--- config.mk ---
export PLATFORM = sky130hd
export DESIGN_NAME = tcgw_cursor
export DESIGN_NICKNAME = d
export VERILOG_FILES = /design/src/design/tcgw_pkg.sv /design/src/design/tcgw_cursor.sv
export SDC_FILE = /design/constraint.sdc
export NUM_CORES = 1
export LEC_CHECK = 0
export ABC_AREA = 1
export BUFFER_PORTS_ARGS = -buffer_cell sky130_fd_sc_hd__buf_4
export CAP_MARGIN = 20
export CORE_MARGIN = 4
export CORE_UTILIZATION = 30
export CTS_CLUSTER_SIZE = 10
export DETAILED_ROUTE_END_ITERATION = 8
export PLACE_DENSITY = 0.5
export SYNTH_ARGS = -nofsm -noshare
export SYNTH_HDL_FRONTEND = slang
export SYNTH_SLANG_ARGS = --single-unit
--- constraint.sdc ---
create_clock -name i_clk -period 8.4 [get_ports i_clk]
set_input_delay 0.84 -clock i_clk [delete_from_list [all_inputs] [get_ports i_clk]]
set_output_delay 0.84 -clock i_clk [all_outputs]
set_load 0.02 [all_outputs]
--- src/design/tcgw_pkg.sv ---
package tcgw_pkg;

    localparam int X_W      = 12;
    localparam int Y_W      = 12;
    localparam int MASK_W   = 8;
    localparam int COLOUR_W = 32;
    localparam int WIDTH_W  = 13;
    localparam int CHAR_W   = 8;
    localparam int ROW_W    = 4;
    localparam int OP_W     = 2;

    localparam int CELL_ROWS  = 16;
    localparam int CELL_WIDTH = 8;

    localparam logic [Y_W-1:0]      Y_MAX        = 12'hfff;
    localparam logic [WIDTH_W-1:0]  WIDTH_MIN    = 13'd8;
    localparam logic [WIDTH_W-1:0]  WIDTH_MAX    = 13'd4096;
    localparam logic [WIDTH_W-1:0]  WIDTH_RESET  = 13'd640;
    localparam logic [COLOUR_W-1:0] TEXT_RESET   = 32'hffff_ffff;
    localparam logic [COLOUR_W-1:0] CLEAR_RESET  = 32'h0;
    localparam logic [MASK_W-1:0]   FULL_MASK    = 8'hff;

    localparam logic [OP_W-1:0] OP_LOAD = 2'd0;
    localparam logic [OP_W-1:0] OP_PUT  = 2'd1;
    localparam logic [OP_W-1:0] OP_BKSP = 2'd2;
    localparam logic [OP_W-1:0] OP_NL   = 2'd3;

    localparam int PADDR_W = 4;
    localparam logic [1:0] REG_TEXT  = 2'd0;
    localparam logic [1:0] REG_CLEAR = 2'd1;
    localparam logic [1:0] REG_WIDTH = 2'd2;

    typedef struct packed {
        logic put;
        logic bksp;
        logic nl;
    } t_cur_cmd;

    typedef struct packed {
        logic [X_W-1:0] x;
        logic [Y_W-1:0] y;
    } t_cell;

endpackage

--- src/design/tcgw_cursor.sv ---
module tcgw_cursor (
    input  logic                         i_clk,
    input  logic                         i_rst_n,
    input  tcgw_pkg::t_cur_cmd           i_cmd,
    input  logic [tcgw_pkg::WIDTH_W-1:0] i_width,
    output tcgw_pkg::t_cell              o_emit
);

    logic [tcgw_pkg::X_W-1:0]     r_x, n_x;
    logic [tcgw_pkg::Y_W-1:0]     r_y, n_y;
    logic [tcgw_pkg::WIDTH_W-1:0] put_nx;
    logic [tcgw_pkg::WIDTH_W:0]   put_end;
    logic [tcgw_pkg::Y_W:0]       nl_sum;
    logic [tcgw_pkg::Y_W-1:0]     nl_y;
    logic                         at_start;
    logic [tcgw_pkg::WIDTH_W-1:0] bs_base;
    logic [tcgw_pkg::WIDTH_W-1:0] bs_x;
    logic [tcgw_pkg::Y_W-1:0]     bs_y;

    always_comb begin
        put_nx  = {1'b0, r_x} + tcgw_pkg::WIDTH_W'(tcgw_pkg::CELL_WIDTH);
        put_end = {1'b0, put_nx} + (tcgw_pkg::WIDTH_W + 1)'(tcgw_pkg::CELL_WIDTH);
        nl_sum  = {1'b0, r_y} + (tcgw_pkg::Y_W + 1)'(tcgw_pkg::CELL_ROWS);
        nl_y    = nl_sum[tcgw_pkg::Y_W] ? tcgw_pkg::Y_MAX : nl_sum[tcgw_pkg::Y_W-1:0];

        // backspace at line start steps up one text line to the right edge
        at_start = r_x < tcgw_pkg::X_W'(tcgw_pkg::CELL_WIDTH);
        bs_base  = at_start ? i_width : {1'b0, r_x};
        bs_x     = bs_base - tcgw_pkg::WIDTH_W'(tcgw_pkg::CELL_WIDTH);
        if (!at_start) begin
            bs_y = r_y;
        end else if (r_y >= tcgw_pkg::Y_W'(tcgw_pkg::CELL_ROWS)) begin
            bs_y = r_y - tcgw_pkg::Y_W'(tcgw_pkg::CELL_ROWS);
        end else begin
            bs_y = '0;
        end

        n_x = r_x;
        n_y = r_y;
        if (i_cmd.put) begin
            if (put_end > {1'b0, i_width}) begin
                n_x = '0;
                n_y = nl_y;
            end else begin
                n_x = put_nx[tcgw_pkg::X_W-1:0];
            end
        end else if (i_cmd.bksp) begin
            n_x = bs_x[tcgw_pkg::X_W-1:0];
            n_y = bs_y;
        end else if (i_cmd.nl) begin
            n_x = '0;
            n_y = nl_y;
        end

        o_emit.x = i_cmd.bksp ? bs_x[tcgw_pkg::X_W-1:0] : r_x;
        o_emit.y = i_cmd.bksp ? bs_y : r_y;
    end

    always_ff @(posedge i_clk) begin
        if (!i_rst_n) begin
            r_x <= '0;
            r_y <= '0;
        end else begin
            r_x <= n_x;
            r_y <= n_y;
        end
    end

endmodule

==> summary.txt <==
Synthesis
  – Mapped Cells: 449
  – Most frequent cell after synthesis: nand2_1
  – Asr flop ratio synth: 0%
  – Top_reg_cell synth: dfxtp_1
  – Avg Synthesized Cell Area: 5.97 um2
  – Cell taking the most area after synthesis: dfxtp_1
  – Yosys synthesis warning count: 0
  – Area share of the largest cell type after synthesis: 17.9%
  – Commonest cells post-synth: nand2_1, inv_1, nor2_1
  – Mapped Area: 0.00268 mm2
  – Seq/Total Area, Yosys: 17.9%
  – Yosys reg bits: 24
  – Yosys cell types: 32
  – Synth top area cells: dfxtp_1, nand2_1, inv_1
  – EDFF count, synth: 0
  – Post-Syn Nets: 486

Clocking
  – CTS resizes: 0
  – CTS root buf: clkbuf_8
  – Htree depth: 1
  – Worst-path clk slew: 0.09 ns
  – Sink Count: 24
  – CTS Hold Bufs: 0
  – Setup Buffers After CTS: 0
  – Skew-Pair Late Insertion Delay: 0.27 ns
  – CTS max path bufs: 2
  – CTS tree: built
  – Inserted Clock Buffers: 3

Worst setup path
  – Required @ worst endpoint: 8.58 ns
  – Worst-path fanout max: 14
  – Worst setup SP type: register
  – WP data arrival: 4.19 ns
  – Worst Setup End Kind: register
  – Setup Crit Path Kind: register to register

STA
  – Relative slew slack: 43.1%
  – RSZ-0062 raised after global routing: false
  – Worst Max-Slew Pin Slew: 0.853 ns
  – Final setup fails: 0
  – Final hold viol count: 0
  – Period minus WS final: 4.01 ns
  – Setup TNS: 0 ns
  – Max-slew violations: 0
  – Fmax: 0.249 GHz
  – Final clock skew: 0.00228 ns
  – Final worst path period share: 47.8%

Drt
  – Wire per inst: 14.3 um
  – DRC violations left: 0
  – Routed WL: 8450 um
  – Vias per inst: 5.05
  – Detailed Routing Iterations Pass 1: 4
  – Vias post-DR: 2989
  – Initial drt markers: 126
  – Antenna viol nets, final: 0

Die
  – Initial core utilization: 30.7%
  – Die area: 0.0105 mm2
  – FP Rows: 34
  – I/O pin cnt: 42
  – Floorplan core area: 0.00872 mm2
  – Die Height: 103 um
  – Die X: 103 um

Flow run
  – Maxcap violations: 0

Finish
  – Area grow syn2layout: 16.7%
  – Share of cells above drive strength 1: 14.3%
  – Finished Cell Area: 0.00313 mm2
  – Layout Nets: 522
  – Fin util: 35.9%
  – Diode count: 0
  – Non-filler cells, final: 592

GRT
  – Grt ovf: 0
  – Most used routing layer in global routing: met2
  – Routing usage on met1: 21.3%
  – GR met3 Demand/Resource: 1.42%
  – Largest net degree at the start of global routing: 39
  – Initial antenna violation count: 0
  – First-pass GRT wire length: 13900 um
  – Vias in the first global route: 2933
  – Gr usage total: 16.6%
  – Global routing usage on met2: 29.0%

Placement
  – Detailed placement HPWL: 6710 um
  – DP Area: 0.00306 mm2
  – # placed instances: 588
  – Port Buffer Count: 41
  – GP Congestion: 0.893

Worst hold path
  – HP Class: register to register

Power and ir drop
  – Total power: 0.830 mW
  – Pwr Density: 265 mW/mm2
  – Worst vdd ir: 0.0000891 V
  – P_leak: 1.59 nW

Run status
  – Outcome: complete, no violations
## cell usage in the layout (no fill, tap or decap), types with 2 or more instances in the layout
master and n:
o21ai_1 4, dfxtp_1 24, nor3_1 2, nand2_1 96, clkinv_1 2, a21o_1 2, nand3_2 2, nor2_2 8
ha_1 19, inv_1 70, o22ai_1 9, buf_4 41, nand4_1 8, clkbuf_8 3, nor3_2 3, xnor2_1 3
inv_2 2, o21bai_1 5, nand3_1 34, nor2_1 52, o21ai_0 39, nand2_2 5, xor2_1 16, a21oi_1 28
## layout make-up
type                            count  area [um2]
Clock buffer                        3        41.3
Tap cell                          108         135
Fill cell                         967        5590
Inverter                           74         278
Timing Repair Buffer               41         308
Sequential cell                    24         480
Multi-Input combinational cell    341        1860
Clock inverter                      1        30.0
## path summary, 6_finish.rpt
path	start	endpoint	slack [ns]	cells past startpoint
setup reg to reg	r_x[3]	r_y[7]	4.39	20
hold reg to reg	r_x[0]	r_x[0]	0.47	2
setup / recovery	r_x[3]	r_y[7]	4.39	20
hold / removal	r_x[0]	r_x[0]	0.47	2
## flip-flops by register name, summed over array words and instances, names as in the netlist
| name | cells |
|---|---|
| r_y | 12 |
| r_x | 12 |
## critical path, cell delays in order, from the launching register on
cell      delay (ns)
dfxtp_1         0.48
ha_1            0.24
nand2_1         0.09
nor2_1          0.21
nand2_1         0.09
xor2_1          0.35
inv_1           0.07
nor2_1          0.14
nand2_1         0.08
xnor2_1         0.13
inv_1           0.05
ha_1            0.28
nand2_1         0.09
nor3_1          0.32
nand3b_1        0.11
nand2_1         0.08
nand2_1         0.12
nand2_1         0.42
inv_1           0.27
o21ai_0         0.23
nor2_1          0.05
## layer usage
layer / routed length, um / part of all wire [%]
met3: 258 / 3.1
met4: 177 / 2.1
met2: 4230 / 50
met1: 3790 / 45
met5: 0 / 0
## kinds of logic (layout without fill, tap and decap cells)
kind of cell | Yosys count | count (layout) | share of synthesized area (%)
AOI/OAI and AO/OA | 89 | 89 | 18.0
DFF | 24 | 24 | 17.9
adders and majority gates | 19 | 19 | 8.87
xor gates and xnor gates | 20 | 20 | 6.82
and+or+nand+nor | 213 | 213 | 35.6
buffers and inverters | 84 | 119 | 12.8
## per-stage QoR
stage                     setup slack [ns]  hold slack, ns
after floorplan                       5.49           0.440
after global placement                4.35           0.449
after detailed placement              4.34           0.455
after CTS                             4.32           0.471
after global routing                  3.96           0.478
final                                 4.39           0.470
## power by group
group	internal, mW	switching [mW]	total (mW)
Combinational	0.199	0.375	0.574
Sequential	0.130	0.0206	0.150
Clock	0.0638	0.0424	0.106
Note: power is estimated with default switching activity, not from simulation.
