File: src/design/tcgw_pkg.sv
package tcgw_pkg;

    localparam int X_W      = 12;
    localparam int Y_W      = 12;
    localparam int MASK_W   = 8;
    localparam int COLOUR_W = 32;
    localparam int WIDTH_W  = 13;
    localparam int CHAR_W   = 8;
    localparam int ROW_W    = 4;
    localparam int OP_W     = 2;

    localparam int CELL_ROWS  = 16;
    localparam int CELL_WIDTH = 8;

    localparam logic [Y_W-1:0]      Y_MAX        = 12'hfff;
    localparam logic [WIDTH_W-1:0]  WIDTH_MIN    = 13'd8;
    localparam logic [WIDTH_W-1:0]  WIDTH_MAX    = 13'd4096;
    localparam logic [WIDTH_W-1:0]  WIDTH_RESET  = 13'd640;
    localparam logic [COLOUR_W-1:0] TEXT_RESET   = 32'hffff_ffff;
    localparam logic [COLOUR_W-1:0] CLEAR_RESET  = 32'h0;
    localparam logic [MASK_W-1:0]   FULL_MASK    = 8'hff;

    localparam logic [OP_W-1:0] OP_LOAD = 2'd0;
    localparam logic [OP_W-1:0] OP_PUT  = 2'd1;
    localparam logic [OP_W-1:0] OP_BKSP = 2'd2;
    localparam logic [OP_W-1:0] OP_NL   = 2'd3;

    localparam int PADDR_W = 4;
    localparam logic [1:0] REG_TEXT  = 2'd0;
    localparam logic [1:0] REG_CLEAR = 2'd1;
    localparam logic [1:0] REG_WIDTH = 2'd2;

    typedef struct packed {
        logic put;
        logic bksp;
        logic nl;
    } t_cur_cmd;

    typedef struct packed {
        logic [X_W-1:0] x;
        logic [Y_W-1:0] y;
    } t_cell;

endpackage

File: src/design/tcgw_out_if.sv
interface tcgw_out_if;
    logic                          valid;
    logic                          ready;
    logic [tcgw_pkg::X_W-1:0]      pixel_x;
    logic [tcgw_pkg::Y_W-1:0]      pixel_y;
    logic [tcgw_pkg::MASK_W-1:0]   pixel_mask;
    logic [tcgw_pkg::COLOUR_W-1:0] pixel_value;
    logic                          last_row;

    modport source (output valid, pixel_x, pixel_y, pixel_mask, pixel_value, last_row,
                    input ready);
    modport sink   (input valid, pixel_x, pixel_y, pixel_mask, pixel_value, last_row,
                    output ready);
endinterface

File: src/design/tcgw_row_seq.sv
module tcgw_row_seq #(
    parameter int GLYPH_ROWS = 16,
    parameter int AW         = 12
) (
    input  logic                          i_clk,
    input  logic                          i_rst_n,
    input  logic                          i_start,
    input  logic                          i_bksp,
    input  logic [AW-1:0]                 i_base,
    input  tcgw_pkg::t_cell               i_cell,
    input  logic [tcgw_pkg::COLOUR_W-1:0] i_text_colour,
    input  logic [tcgw_pkg::COLOUR_W-1:0] i_clear_colour,
    output logic                          o_busy,
    output logic [AW-1:0]                 o_rd_addr,
    input  logic [tcgw_pkg::MASK_W-1:0]   i_rd_data,
    tcgw_out_if.source                    o_out
);

    typedef enum logic [1:0] {
        S_IDLE = 2'b01,
        S_RUN  = 2'b10
    } t_seq_state;

    localparam logic [tcgw_pkg::ROW_W-1:0] LAST_ROW = tcgw_pkg::ROW_W'(tcgw_pkg::CELL_ROWS - 1);

    t_seq_state r_state, n_state;
    logic [tcgw_pkg::ROW_W-1:0]    r_row, n_row;
    logic [AW-1:0]                 r_base, n_base;
    logic                          r_bksp;
    tcgw_pkg::t_cell               r_cell;
    logic                          r_out_vld, n_out_vld;
    logic [tcgw_pkg::X_W-1:0]      r_out_x;
    logic [tcgw_pkg::Y_W-1:0]      r_out_y;
    logic [tcgw_pkg::MASK_W-1:0]   r_out_mask;
    logic [tcgw_pkg::COLOUR_W-1:0] r_out_value;
    logic                          r_out_last;
    logic                          emit;
    logic                          row_in_glyph;
    logic [tcgw_pkg::Y_W:0]        y_sum;
    logic [tcgw_pkg::Y_W-1:0]      row_y;
    logic [tcgw_pkg::MASK_W-1:0]   row_mask;

    always_comb begin
        emit         = (r_state == S_RUN) && (!r_out_vld || o_out.ready);
        row_in_glyph = 32'(r_row) < GLYPH_ROWS;
        // row adder: y of the current row, saturated
        y_sum        = {1'b0, r_cell.y} + (tcgw_pkg::Y_W + 1)'(r_row);
        row_y        = y_sum[tcgw_pkg::Y_W] ? tcgw_pkg::Y_MAX : y_sum[tcgw_pkg::Y_W-1:0];
        if (r_bksp) begin
            row_mask = tcgw_pkg::FULL_MASK;
        end else if (row_in_glyph) begin
            row_mask = i_rd_data;
        end else begin
            row_mask = '0;
        end

        n_state   = r_state;
        n_row     = r_row;
        n_base    = r_base;
        n_out_vld = r_out_vld;
        if (o_out.valid && o_out.ready) begin
            n_out_vld = 1'b0;
        end
        case (r_state)
            S_IDLE: begin
                if (i_start) begin
                    n_state = S_RUN;
                    n_row   = '0;
                    n_base  = i_base;
                end
            end
            S_RUN: begin
                if (emit) begin
                    n_out_vld = 1'b1;
                    n_row     = r_row + 1'b1;
                    if (r_row == LAST_ROW) begin
                        n_state = S_IDLE;
                    end
                end
            end
            default: begin
                n_state = S_IDLE;
            end
        endcase
        // memory is read one row ahead so its data lines up with emit
        o_rd_addr = n_base + AW'(n_row);
    end

    always_ff @(posedge i_clk) begin
        if (!i_rst_n) begin
            r_state   <= S_IDLE;
            r_row     <= '0;
            r_out_vld <= 1'b0;
        end else begin
            r_state   <= n_state;
            r_row     <= n_row;
            r_out_vld <= n_out_vld;
        end
    end

    always_ff @(posedge i_clk) begin
        r_base <= n_base;
        if (i_start && r_state == S_IDLE) begin
            r_bksp <= i_bksp;
            r_cell <= i_cell;
        end
        if (emit) begin
            r_out_x     <= r_cell.x;
            r_out_y     <= row_y;
            r_out_mask  <= row_mask;
            r_out_value <= r_bksp ? i_clear_colour : i_text_colour;
            r_out_last  <= r_row == LAST_ROW;
        end
    end

    assign o_busy            = r_state != S_IDLE;
    assign o_out.valid       = r_out_vld;
    assign o_out.pixel_x     = r_out_x;
    assign o_out.pixel_y     = r_out_y;
    assign o_out.pixel_mask  = r_out_mask;
    assign o_out.pixel_value = r_out_value;
    assign o_out.last_row    = r_out_last;

    a_start_when_idle: assert property (@(posedge i_clk) disable iff (!i_rst_n)
        i_start |-> r_state == S_IDLE)
        else $error("start while a cell is in progress");

    a_idle_row_zero: assert property (@(posedge i_clk) disable iff (!i_rst_n)
        r_state == S_IDLE |-> r_row == '0)
        else $error("row counter not rewound in idle");

    a_last_to_idle: assert property (@(posedge i_clk) disable iff (!i_rst_n)
        emit && r_row == LAST_ROW |=> r_state == S_IDLE && o_out.valid && o_out.last_row)
        else $error("last row did not end the cell");

    a_rows_descend: assert property (@(posedge i_clk) disable iff (!i_rst_n)
        emit && r_row != '0 |-> row_y >= r_out_y && r_cell.x == r_out_x)
        else $error("row y or x went out of order within a cell");

endmodule

File: src/flat_wrapper.sv
// flat-port wrapper written by rule: the top's interface ports become plain ports
module tcgw_row_seq_flat 
#(
    parameter int GLYPH_ROWS = 16,
    parameter int AW         = 12
)
  (i_clk, i_rst_n, i_start, i_bksp, i_base, i_cell, i_text_colour, i_clear_colour, o_busy, o_rd_addr, i_rd_data, o_out_valid, o_out_pixel_x, o_out_pixel_y, o_out_pixel_mask, o_out_pixel_value, o_out_last_row, o_out_ready);
  tcgw_out_if o_out_i ();
  input  logic i_clk;
  input  logic i_rst_n;
  input  logic i_start;
  input  logic i_bksp;
  input  logic [AW-1:0] i_base;
  input  tcgw_pkg::t_cell i_cell;
  input  logic [tcgw_pkg::COLOUR_W-1:0] i_text_colour;
  input  logic [tcgw_pkg::COLOUR_W-1:0] i_clear_colour;
  output logic o_busy;
  output logic [AW-1:0] o_rd_addr;
  input  logic [tcgw_pkg::MASK_W-1:0] i_rd_data;
  output wire logic [$bits(o_out_i.valid)-1:0] o_out_valid;
  output wire logic [$bits(o_out_i.pixel_x)-1:0] o_out_pixel_x;
  output wire logic [$bits(o_out_i.pixel_y)-1:0] o_out_pixel_y;
  output wire logic [$bits(o_out_i.pixel_mask)-1:0] o_out_pixel_mask;
  output wire logic [$bits(o_out_i.pixel_value)-1:0] o_out_pixel_value;
  output wire logic [$bits(o_out_i.last_row)-1:0] o_out_last_row;
  input wire logic [$bits(o_out_i.ready)-1:0] o_out_ready;
  assign o_out_valid = o_out_i.valid;
  assign o_out_pixel_x = o_out_i.pixel_x;
  assign o_out_pixel_y = o_out_i.pixel_y;
  assign o_out_pixel_mask = o_out_i.pixel_mask;
  assign o_out_pixel_value = o_out_i.pixel_value;
  assign o_out_last_row = o_out_i.last_row;
  assign o_out_i.ready = o_out_ready;
  tcgw_row_seq #(.GLYPH_ROWS(GLYPH_ROWS), .AW(AW)) u_core (.i_clk(i_clk), .i_rst_n(i_rst_n), .i_start(i_start), .i_bksp(i_bksp), .i_base(i_base), .i_cell(i_cell), .i_text_colour(i_text_colour), .i_clear_colour(i_clear_colour), .o_busy(o_busy), .o_rd_addr(o_rd_addr), .i_rd_data(i_rd_data), .o_out(o_out_i));
endmodule
File: config.mk
export PLATFORM = sky130hd
export DESIGN_NAME = tcgw_row_seq_flat
export DESIGN_NICKNAME = d
export VERILOG_FILES = /design/src/design/tcgw_pkg.sv /design/src/design/tcgw_out_if.sv /design/src/design/tcgw_row_seq.sv /design/src/flat_wrapper.sv
export SDC_FILE = /design/constraint.sdc
export NUM_CORES = 1
export LEC_CHECK = 0
export BUFFER_PORTS_ARGS = -buffer_cell sky130_fd_sc_hd__buf_2
export CORE_MARGIN = 5
export CORE_UTILIZATION = 48
export DETAILED_ROUTE_END_ITERATION = 7
export MAX_ROUTING_LAYER = met4
export PLACE_DENSITY_LB_ADDON = 0.3
export SETUP_SLACK_MARGIN = 0.1
export SLEW_MARGIN = 10
export SYNTH_ARGS = -nofsm -noshare
export SYNTH_HDL_FRONTEND = slang
export SYNTH_SLANG_ARGS = --single-unit
File: constraint.sdc
create_clock -name i_clk -period 4.5 [get_ports i_clk]
set_input_delay 0.45 -clock i_clk [delete_from_list [all_inputs] [get_ports i_clk]]
set_output_delay 0.45 -clock i_clk [all_outputs]
set_load 0.005 [all_outputs]
==> impl_metrics.ini, run 1 <==
[status]
status = finished, final reports clean

[worst_setup_path]
worst-endpoint-required_ns = 4.05
crit_path_cell_trace = inv_1 -> ha_1 -> and2_4 -> mux2_2 -> ha_1 -> fa_1 -> a21o_1 -> a21o_1 -> nand2_1 -> nor3_1 -> o22a_1 -> buf_2
rrSetupSlack_ns = 2.21
worstSetupEndpointType = primary output
worst_setup_start_kind = flop
worst-endpoint-arrival_ns = 3.45
critPathMaxFanout = 40
regToRegStartpoint = u_core.r_row[0]
critical-path-slowest-cell = sky130_fd_sc_hd__and2_4
rr_worst_depth = 7
worstReg2RegEnd = u_core.o_out.pixel_y[8]
cp_slowest_stage_delay_ns = 0.53
crit_path_category = reg -> out
path_buf_inv = 2
crit_family = adder cells

[logic_synthesis]
synthesis.nets = 429
syn-mean-instance-area_um2 = 15.2
yosysWarningCount = 0
async_flop_share_pct = 0
synthesis.area_um2 = 4600
synthDistinctLibCells = 43
ys_ff_latch = 109
yosysSeqAreaShare_pct = 67.0
synthesis.instances = 302
synth_flop_cell = sky130_fd_sc_hd__edfxtp_1
synth_enable_flop_cells = 90

[detailed_routing]
vias_post_dr = 3038
route.final.wire_length_um = 9910
drt-initial-drc-count = 95
drc = 0
vias_per_cell = 4.79
detail_route.first_pass.iterations = 4
drt_antenna_net_count = 0
routed_wire_length_per_instance_um = 15.6

[floorplan]
top_level_ports = 192
row_count = 35
die_area_um2 = 11600
die-width_um = 108
core-area_um2 = 9280
initial_core_utilization_pct = 49.6
die_y_um = 108

[placement]
place_hpwl_um = 7750
place_congestion = 0.849
place_ws_ns = 0.969
port_buffers = 191
dpl-instance-area_um2 = 5690

[clocking]
clock_latency_ns = 0.35
cts_buffers = 9
post_cts_buffers = 0
cts_htree_levels = 3
tritoncts = done
cts_buffer_depth = 2
clkSinkCount = 109
cts-resized-gates = 0
post_cts_hold_buffer_count = 0
cts_root_buf = sky130_fd_sc_hd__clkbuf_8
clkTransAtPathRegs_ns = 0.11

[timing]
timing.max_slew.rel_slack_pct = 47.7
layout_setup_ws_ns = 0.597
hold_viol = 0
finalSetupViolCount = 0
rsz0062_at_grt = false
timing.final.crit_period_ns = 3.90
worst-slew-pin-transition_ns = 0.785
fin_hold_ws_ns = 0.264
tns_ns = 0
timing.final.crit_share_pct = 86.7
slew_viol_final = 0
clock.fmax_mhz = 256
finClkSkew_ns = 0.0130

[layout]
insertedDiodeCount = 0
final_layout_size_suffix_gt1_share_pct = 52.5
mostFrequentLayoutCells = 191 x sky130_fd_sc_hd__buf_2, 90 x sky130_fd_sc_hd__edfxtp_1, 40 x sky130_fd_sc_hd__mux2_2
layout.nets = 627
final_cell_area_um2 = 5890
area_delta_synth_final_pct = 28.0
layout_commonest_cell = sky130_fd_sc_hd__buf_2

[grt]
grtUsageTotal_pct = 17.2
globalRouteOverflowTotal = 0
wire_length_of_the_first_global_routing_pass_um = 15200
vias_in_the_first_global_route = 3151
grt_start_max_net_pins = 66
antenna_violations_before_repair = 0

[hold_path]
min_delay_path_depth = 1
min-delay-path-class = in -> reg
worstHoldEndpoint = u_core.r_cell[19]
hold_path.startpoint = i_cell[19]

[flow_run]
cap_violations = 0

[power_and_ir_drop]
power_leakage_nw = 2.50
irDropWorstVdd_mv = 0.225
power_density_of_the_placed_cells_nw_per_um2 = 350
power by group:
group / internal (mW) / leakage, nW / switching (mW)
sequential: 1.17 / 0.984 / 0.0243
combinational: 0.156 / 1.42 / 0.149
clock: 0.239 / 0.102 / 0.320
total: 1.57 / 2.50 / 0.493
state kept, by name (all words and copies together), names as in the netlist:
register	cells
u_core.r_bksp	1
u_core.o_out.pixel_y	12
u_core.r_base	12
u_core.o_out.pixel_value	32
u_core.r_cell	24
u_core.o_out.pixel_mask	8
u_core.r_state	2
u_core.o_out.last_row	1
u_core.o_out.pixel_x	12
u_core.o_out.valid	1
u_core.r_row	4
worst max path at each step:
| stage | startpoint | endpoint | slack, ns | depth (start not counted) |
|---|---|---|---|---|
| after floorplan | o_out_ready | o_rd_addr[9] | 0.33 | 10 |
| after global placement | u_core.r_state[1] | o_rd_addr[8] | 1.04 | 12 |
| after detailed placement | u_core.r_state[1] | o_rd_addr[8] | 0.97 | 12 |
| after CTS | u_core.r_state[1] | o_rd_addr[8] | 0.57 | 12 |
| after global routing | u_core.r_state[1] | o_rd_addr[8] | 0.32 | 12 |
| final | u_core.r_state[1] | o_rd_addr[8] | 0.60 | 12 |
routing by layer:
| metal | part of all wire, % | track usage (%) | vias up |
|---|---|---|---|
| met4 | 1.5 | 5.23 | 0 |
| met3 | 7.5 | 3.66 | 14 |
| met1 | 40 | 19.8 | 1389 |
| met5 | 0 | - | - |
| met2 | 51 | 30.2 | 126 |
| li1 | - | - | 1509 |
cell usage after synthesis, types with 2 or more instances:
library cell	instances	share of area [%]
sky130_fd_sc_hd__a211oi_1	4	0.65
sky130_fd_sc_hd__a21o_1	7	1.1
sky130_fd_sc_hd__a21oi_1	6	0.65
sky130_fd_sc_hd__and2_1	5	0.68
sky130_fd_sc_hd__and3_1	4	0.54
sky130_fd_sc_hd__buf_1	2	0.16
sky130_fd_sc_hd__clkbuf_1	2	0.16
sky130_fd_sc_hd__dfxtp_1	19	8.3
sky130_fd_sc_hd__edfxtp_1	90	59
sky130_fd_sc_hd__fa_1	2	0.87
sky130_fd_sc_hd__ha_1	12	3.3
sky130_fd_sc_hd__inv_1	14	1.1
sky130_fd_sc_hd__mux2_1	2	0.49
sky130_fd_sc_hd__mux2_2	40	9.8
sky130_fd_sc_hd__mux2i_1	4	0.87
sky130_fd_sc_hd__mux2i_2	2	0.60
sky130_fd_sc_hd__nand2_1	13	1.1
sky130_fd_sc_hd__nand2b_1	6	0.82
sky130_fd_sc_hd__nand3_1	5	0.54
sky130_fd_sc_hd__nand3b_1	2	0.33
sky130_fd_sc_hd__nand4_1	3	0.41
sky130_fd_sc_hd__nor2_1	11	0.90
sky130_fd_sc_hd__nor3_1	3	0.33
sky130_fd_sc_hd__o21a_1	3	0.49
sky130_fd_sc_hd__o21ai_0	6	0.65
sky130_fd_sc_hd__o21ai_1	2	0.22
sky130_fd_sc_hd__o21bai_1	2	0.33
sky130_fd_sc_hd__or2_2	8	1.1
sky130_fd_sc_hd__xnor2_1	5	0.95
sky130_fd_sc_hd__xor2_1	5	0.95
worst register-to-register path, stage by stage (launching register included):
cell,delay (ns)
sky130_fd_sc_hd__dfxtp_1,0.43
sky130_fd_sc_hd__ha_1,0.24
sky130_fd_sc_hd__inv_1,0.07
sky130_fd_sc_hd__fa_1,0.40
sky130_fd_sc_hd__nand2b_1,0.18
sky130_fd_sc_hd__a21oi_1,0.31
sky130_fd_sc_hd__nand3_1,0.14
sky130_fd_sc_hd__mux2_2,0.29
metrics by stage:
| step | instances | power (mW) | utilization, % |
|---|---|---|---|
| finish | 634 | 2.06 | 63.4 |
| global route | 634 | 2.17 | 63.4 |
| CTS | 634 | 2.08 | 63.4 |
| detailed placement | 618 | 1.53 | 61.3 |
| global placement | 618 | 1.52 | 61.3 |
| floorplan | 302 | 1.40 | - |
final cells by class:
cell class	instances	area, µm²
clock inverter	5	42.5
sequential	109	3080
multi-input combinational	173	1430
timing repair buffer	193	971
tap	129	161
inverter	14	52.6
clock buffer	11	151
fill	730	3400
kinds of logic (layout without fill, tap and decap cells):
logic type	count (synthesis)	in the layout	share of synthesized area (%)
flip-flops	109	109	67.0
AND/OR/NAND/NOR	64	64	7.72
multiplexers	48	48	11.7
AO/OA/AOI/OAI	37	37	5.44
buffers and inverters	20	223	2.04
adder cells (fa/ha/maj)	14	14	4.13
XOR/XNOR	10	10	1.90
(Power assumes the default switching activity.)
==> run 2, diff against run 1 <==
- ABC_AREA: default -> 1
- CORE_UTILIZATION: 48 -> 49
==> impl_metrics.ini, run 2 <==
[grt]
antenna_violations_before_repair = 0
grt_start_max_net_pins = 66
vias_in_the_first_global_route = 3472
globalRouteOverflowTotal = 0
grtUsageTotal_pct = 18.5
wire_length_of_the_first_global_routing_pass_um = 16500

[power_and_ir_drop]
irDropWorstVdd_mv = 0.260
power_leakage_nw = 2.87
power_density_of_the_placed_cells_nw_per_um2 = 345
totalPowerFinal_mw = 2.09

[clocking]
cts-resized-gates = 0
post_cts_hold_buffer_count = 0
post_cts_buffers = 0
cts_buffer_depth = 2
clkSinkCount = 109
clkTransAtPathRegs_ns = 0.09
cts_root_buf = sky130_fd_sc_hd__clkbuf_8
clock_latency_ns = 0.36
cts_htree_levels = 3
cts_buffers = 9
tritoncts = done

[detailed_routing]
drc = 0
drt_antenna_net_count = 0
route.final.wire_length_um = 10900
vias_per_cell = 4.63
routed_wire_length_per_instance_um = 13.9
vias_post_dr = 3624
drt-initial-drc-count = 232
detail_route.first_pass.iterations = 4

[logic_synthesis]
synth_enable_flop_cells = 90
yosys-top-cells-count = 169 x sky130_fd_sc_hd__nand2_1, 90 x sky130_fd_sc_hd__edfxtp_1, 41 x sky130_fd_sc_hd__nand3_1, 32 x sky130_fd_sc_hd__inv_1, 19 x sky130_fd_sc_hd__dfxtp_1
synth_flop_cell = sky130_fd_sc_hd__edfxtp_1
syn-mean-instance-area_um2 = 10.6
async_flop_share_pct = 0
synthesis.nets = 579
synth.area.top_cells = sky130_fd_sc_hd__edfxtp_1 56%, sky130_fd_sc_hd__nand2_1 13%, sky130_fd_sc_hd__dfxtp_1 7.9%
synthDistinctLibCells = 27
yosysTopAreaCell = sky130_fd_sc_hd__edfxtp_1
synthesis.area_um2 = 4790
synthesis.instances = 452
yosysTopAreaCellShare_pct = 56.4
post-synth-top-count-cell = sky130_fd_sc_hd__nand2_1
yosysSeqAreaShare_pct = 64.3
ys_ff_latch = 109
yosysWarningCount = 0

[layout]
layout_commonest_cell = sky130_fd_sc_hd__buf_2
layout.nets = 773
insertedDiodeCount = 0
final_layout_size_suffix_gt1_share_pct = 36.8
area_delta_synth_final_pct = 26.6
final_cell_area_um2 = 6070
mostFrequentLayoutCells = 191 x sky130_fd_sc_hd__buf_2, 169 x sky130_fd_sc_hd__nand2_1, 90 x sky130_fd_sc_hd__edfxtp_1
largest_register_ff_count = 32
filler_cell_count = 795

[floorplan]
row_count = 36
die_area_um2 = 11900
initial_core_utilization_pct = 49.7
top_level_ports = 192
die_y_um = 109
core-area_um2 = 9640
die-width_um = 109

[worst_setup_path]
crit_path_category = reg -> out
worst-endpoint-required_ns = 4.05
cp_slowest_stage_delay_ns = 0.50
critical-path-slowest-cell = sky130_fd_sc_hd__inv_1
crit_family = simple AND/OR/NAND/NOR gates
path_buf_inv = 3
worst_setup_start_kind = flop
worst-endpoint-arrival_ns = 3.25
worstSetupEndpointType = primary output
timing.critical_path.mode_cell = sky130_fd_sc_hd__nand2_1
rrSetupSlack_ns = 2.25
crit_path_cell_trace = inv_1 -> ha_1 -> nand2_8 -> inv_1 -> nand2_1 -> nand2_1 -> ha_1 -> fa_1 -> nand3_1 -> nand3_1 -> nand3_1 -> nor2_2 -> nand2_1 -> nand2_1 -> nand2_1 -> buf_2
critical_path_depth = 16
critPathMaxFanout = 18
rr_worst_depth = 9

[placement]
place_congestion = 0.904
port_buffers = 191
dpl-instance-area_um2 = 5860
place_hpwl_um = 8430

[timing]
finalSetupViolCount = 0
timing.final.crit_period_ns = 3.70
slew_viol_final = 0
tns_ns = 0
timing.max_slew.rel_slack_pct = 37.3
rsz0062_at_grt = false
hold_viol = 0
timing.final.crit_share_pct = 82.2
fin_hold_ws_ns = 0.264
worst-slew-pin-transition_ns = 0.940
finClkSkew_ns = 0.00794
clock.fmax_mhz = 270

[hold_path]
min-delay-path-class = in -> reg
min_delay_path_depth = 1

[status]
status = finished, final reports clean

[flow_run]
cap_violations = 0
## run 2: layout make-up
cell class              count  area, µm²  area share (%)
flip-flops and latches    109       3080            50.8
multi-input cells         299       1510            24.9
repair buffers            194        978            16.1
well taps                 133        166            2.74
clock buffers              11        131            2.16
inverters                  33        124            2.04
clock inverters             4       72.6            1.20
## run 2: logic make-up (layout without fill, tap and decap cells)
group / Yosys count / count (layout) / synth area share (%)
flops: 109 / 109 / 64.3
compound gates: 18 / 18 / 1.98
fa+ha+maj: 14 / 14 / 3.97
xor+xnor: 8 / 8 / 1.46
buf+inv: 44 / 242 / 4.12
simple gates: 259 / 259 / 24.1
## run 2: worst paths after layout
path,start,endpoint
worst max-delay path,u_core.r_state[1],o_rd_addr[10]
worst min-delay path,i_cell[7],u_core.r_cell[7]
worst max register to register,u_core.r_row[0],u_core.o_out.pixel_y[7]
worst min register to register,u_core.r_cell[14],u_core.o_out.pixel_x[2]
## run 2: report_power, final
group / internal, mW / total, mW / switching, mW
Sequential: 1.16 / 1.18 / 0.0185
Combinational: 0.123 / 0.296 / 0.173
Clock: 0.312 / 0.620 / 0.308
## run 2: stage by stage
stage	util, %	setup WS (ns)	instances
3_3_place_gp	60.8	1.34	768
6_report	63.0	0.799	783
2_1_floorplan	-	0.879	452
3_5_place_dp	60.8	1.17	768
5_1_grt	63.0	0.391	783
4_1_cts	63.0	0.757	783
## run 2: layer usage
| metal | global-route usage (%) | up-vias | share of wire [%] |
|---|---|---|---|
| li1 | - | 1874 | - |
| met1 | 20.8 | 1595 | 39 |
| met2 | 32.6 | 137 | 51 |
| met3 | 3.79 | 18 | 8.4 |
| met4 | 6.76 | 0 | 1.7 |
| met5 | - | - | 0 |
## run 2: worst reg2reg max path, cell delays in order (launching register included)
cell,delay [ns]
sky130_fd_sc_hd__dfxtp_1,0.43
sky130_fd_sc_hd__ha_1,0.21
sky130_fd_sc_hd__inv_1,0.06
sky130_fd_sc_hd__fa_1,0.39
sky130_fd_sc_hd__nand3b_1,0.17
sky130_fd_sc_hd__nand2_1,0.11
sky130_fd_sc_hd__nand2_1,0.11
sky130_fd_sc_hd__inv_1,0.11
sky130_fd_sc_hd__nand3_1,0.32
sky130_fd_sc_hd__nand3_1,0.21
==> run 3, diff against run 2 <==
- clock period: 4.5 -> 3.8 ns (I/O delays scaled with it)
==> impl_metrics.ini, run 3 (synthesis gave the netlist of run 2 again) <==
[status]
status = finished, final reports clean

[layout]
layout.nets = 774
insertedDiodeCount = 0
final_layout_size_suffix_gt1_share_pct = 37.2
layout_commonest_cell = sky130_fd_sc_hd__buf_2
area_delta_synth_final_pct = 26.5
final_cell_area_um2 = 6060
mostFrequentLayoutCells = 191 x sky130_fd_sc_hd__buf_2, 169 x sky130_fd_sc_hd__nand2_1, 90 x sky130_fd_sc_hd__edfxtp_1
filler_cell_count = 812
largest_register_ff_count = 32

[floorplan]
initial_core_utilization_pct = 49.7
die_area_um2 = 11900
row_count = 36
die-width_um = 109
core-area_um2 = 9640
die_y_um = 109
top_level_ports = 192

[timing]
timing.max_slew.rel_slack_pct = 37.0
finalSetupViolCount = 0
rsz0062_at_grt = false
timing.final.crit_period_ns = 3.31
finClkSkew_ns = 0.0101
tns_ns = 0
fin_hold_ws_ns = 0.187
clock.fmax_mhz = 302
hold_viol = 0
timing.final.crit_share_pct = 87.1
worst-slew-pin-transition_ns = 0.944
slew_viol_final = 0

[clocking]
cts_htree_levels = 3
cts_buffer_depth = 2
cts_root_buf = sky130_fd_sc_hd__clkbuf_8
clkTransAtPathRegs_ns = 0.09
clkSinkCount = 109
cts_buffers = 9
tritoncts = done
clock_latency_ns = 0.36

[power_and_ir_drop]
cell_internal_power_dissipation_mw = 1.82
power_density_of_the_placed_cells_nw_per_um2 = 397
irDropWorstVdd_mv = 0.216
netSwitchingPower_mw = 0.588
power.share.sequential_pct = 57.9
clock_power_share_pct = 27.3
power_switching_share_pct = 24.4
combPwrFrac_pct = 14.7
power_leakage_nw = 2.86

[detailed_routing]
routed_wire_length_per_instance_um = 13.5
vias_post_dr = 3658
drc = 0
drt-initial-drc-count = 224
drt_antenna_net_count = 0
route.final.wire_length_um = 10600
vias_per_cell = 4.67
detail_route.first_pass.iterations = 4

[worst_setup_path]
critPathMaxFanout = 3
worst_setup_start_kind = flop
crit_path_cell_trace = inv_1 -> ha_1 -> nor2_1 -> nand2_1 -> o21a_1 -> inv_1 -> ha_1 -> fa_1 -> nand3_1 -> nand3_1 -> nand3_1 -> nor2_2 -> nand2_1 -> nand2_1 -> nand2_1 -> buf_2
crit_path_category = reg -> out
crit_family = simple AND/OR/NAND/NOR gates
timing.critical_path.mode_cell = sky130_fd_sc_hd__nand2_1
worstSetupEndpointType = primary output
worst-endpoint-arrival_ns = 2.93
cp_slowest_stage_delay_ns = 0.38
worst-endpoint-required_ns = 3.42
critical-path-slowest-cell = sky130_fd_sc_hd__dfxtp_1
path_buf_inv = 3

[placement]
dpl-instance-area_um2 = 5870
place_congestion = 0.883
place_hpwl_um = 8340
port_buffers = 191

[grt]
wire_length_of_the_first_global_routing_pass_um = 16400
globalRouteOverflowTotal = 0
grtUsageTotal_pct = 18.5
antenna_violations_before_repair = 0
grt_start_max_net_pins = 66
vias_in_the_first_global_route = 3500

[hold_path]
min-delay-path-class = in -> reg

[flow_run]
cap_violations = 0
==> run 3: changes by cell type in the layout (fill, tap and decap cells not counted) <==
cell | before | now
sky130_fd_sc_hd__buf_4 | 3 | 4
sky130_fd_sc_hd__bufinv_16 | 2 | 1
sky130_fd_sc_hd__clkbuf_1 | 2 | 1
sky130_fd_sc_hd__clkinv_1 | 1 | 0
sky130_fd_sc_hd__clkinv_2 | 0 | 1
sky130_fd_sc_hd__clkinv_4 | 0 | 1
sky130_fd_sc_hd__clkinvlp_4 | 0 | 1
sky130_fd_sc_hd__ha_1 | 12 | 11
sky130_fd_sc_hd__ha_4 | 0 | 1
sky130_fd_sc_hd__inv_6 | 1 | 0
==> run 3: final cells by class <==
type / instances / area [µm²] / share of cell area [%]
multi-input combinational: 299 / 1530 / 25.2
tap: 133 / 166 / 2.74
sequential: 109 / 3080 / 50.8
clock buffer: 10 / 128 / 2.10
timing repair buffer: 195 / 986 / 16.3
inverter: 33 / 124 / 2.04
clock inverter: 4 / 51.3 / 0.846
==> run 3: routing by layer <==
layer / routed length (µm) / up-vias / global-route usage (%) / part of all wire, %
met5: 0 / - / - / 0
met4: 256 / 0 / 8.84 / 2.4
met3: 942 / 19 / 3.37 / 8.9
met2: 5350 / 139 / 31.5 / 50
met1: 4060 / 1619 / 21.1 / 38
li1: - / 1881 / - / -
==> run 3: final timing paths <==
path / from / endpoint / slack [ns] / cells past startpoint
worst max-delay path: u_core.r_state[0] / o_rd_addr[10] / 0.49 / 16
worst min-delay path: i_cell[6] / u_core.r_cell[6] / 0.19 / 1
worst max register to register: u_core.r_row[0] / u_core.o_out.pixel_y[7] / 1.58 / 9
worst min register to register: u_core.r_cell[22] / u_core.o_out.pixel_x[10] / 0.42 / 0
==> run 3: what timing repair did <==
item | in CTS | in global routing
gates resized for setup | 0 | 2
setup endpoints to repair | 0 | 4
buffers inserted | 0 | 0
hold buffers | 0 | 0
==> run 3: power groups by stage <==
stage                     clock, mW  combinational, mW  sequential (mW)
final                         0.658              0.355             1.39
after CTS                     0.681              0.358             1.39
after detailed placement          0              0.356             1.42
after global placement            0              0.345             1.42
after floorplan                   0              0.213             1.42
after global routing          0.731              0.403             1.40
==> run 3: worst register-to-register path: stages (launching register included) <==
cell,delay (ns)
sky130_fd_sc_hd__dfxtp_1,0.41
sky130_fd_sc_hd__ha_1,0.20
sky130_fd_sc_hd__inv_1,0.06
sky130_fd_sc_hd__fa_1,0.39
sky130_fd_sc_hd__nand3b_1,0.17
sky130_fd_sc_hd__nand2_1,0.11
sky130_fd_sc_hd__nand2_1,0.11
sky130_fd_sc_hd__inv_1,0.11
sky130_fd_sc_hd__nand3_1,0.30
sky130_fd_sc_hd__nand3_1,0.21
==> run 3: through the flow <==
stage | util [%] | setup WS (ns) | power (mW) | instances
global placement | 60.9 | 0.834 | 1.76 | 769
CTS | 62.8 | 0.274 | 2.43 | 783
floorplan | - | 0.257 | 1.63 | 452
detailed placement | 60.9 | 0.692 | 1.78 | 769
finish | 62.9 | 0.490 | 2.41 | 783
global route | 62.9 | 0.146 | 2.54 | 783
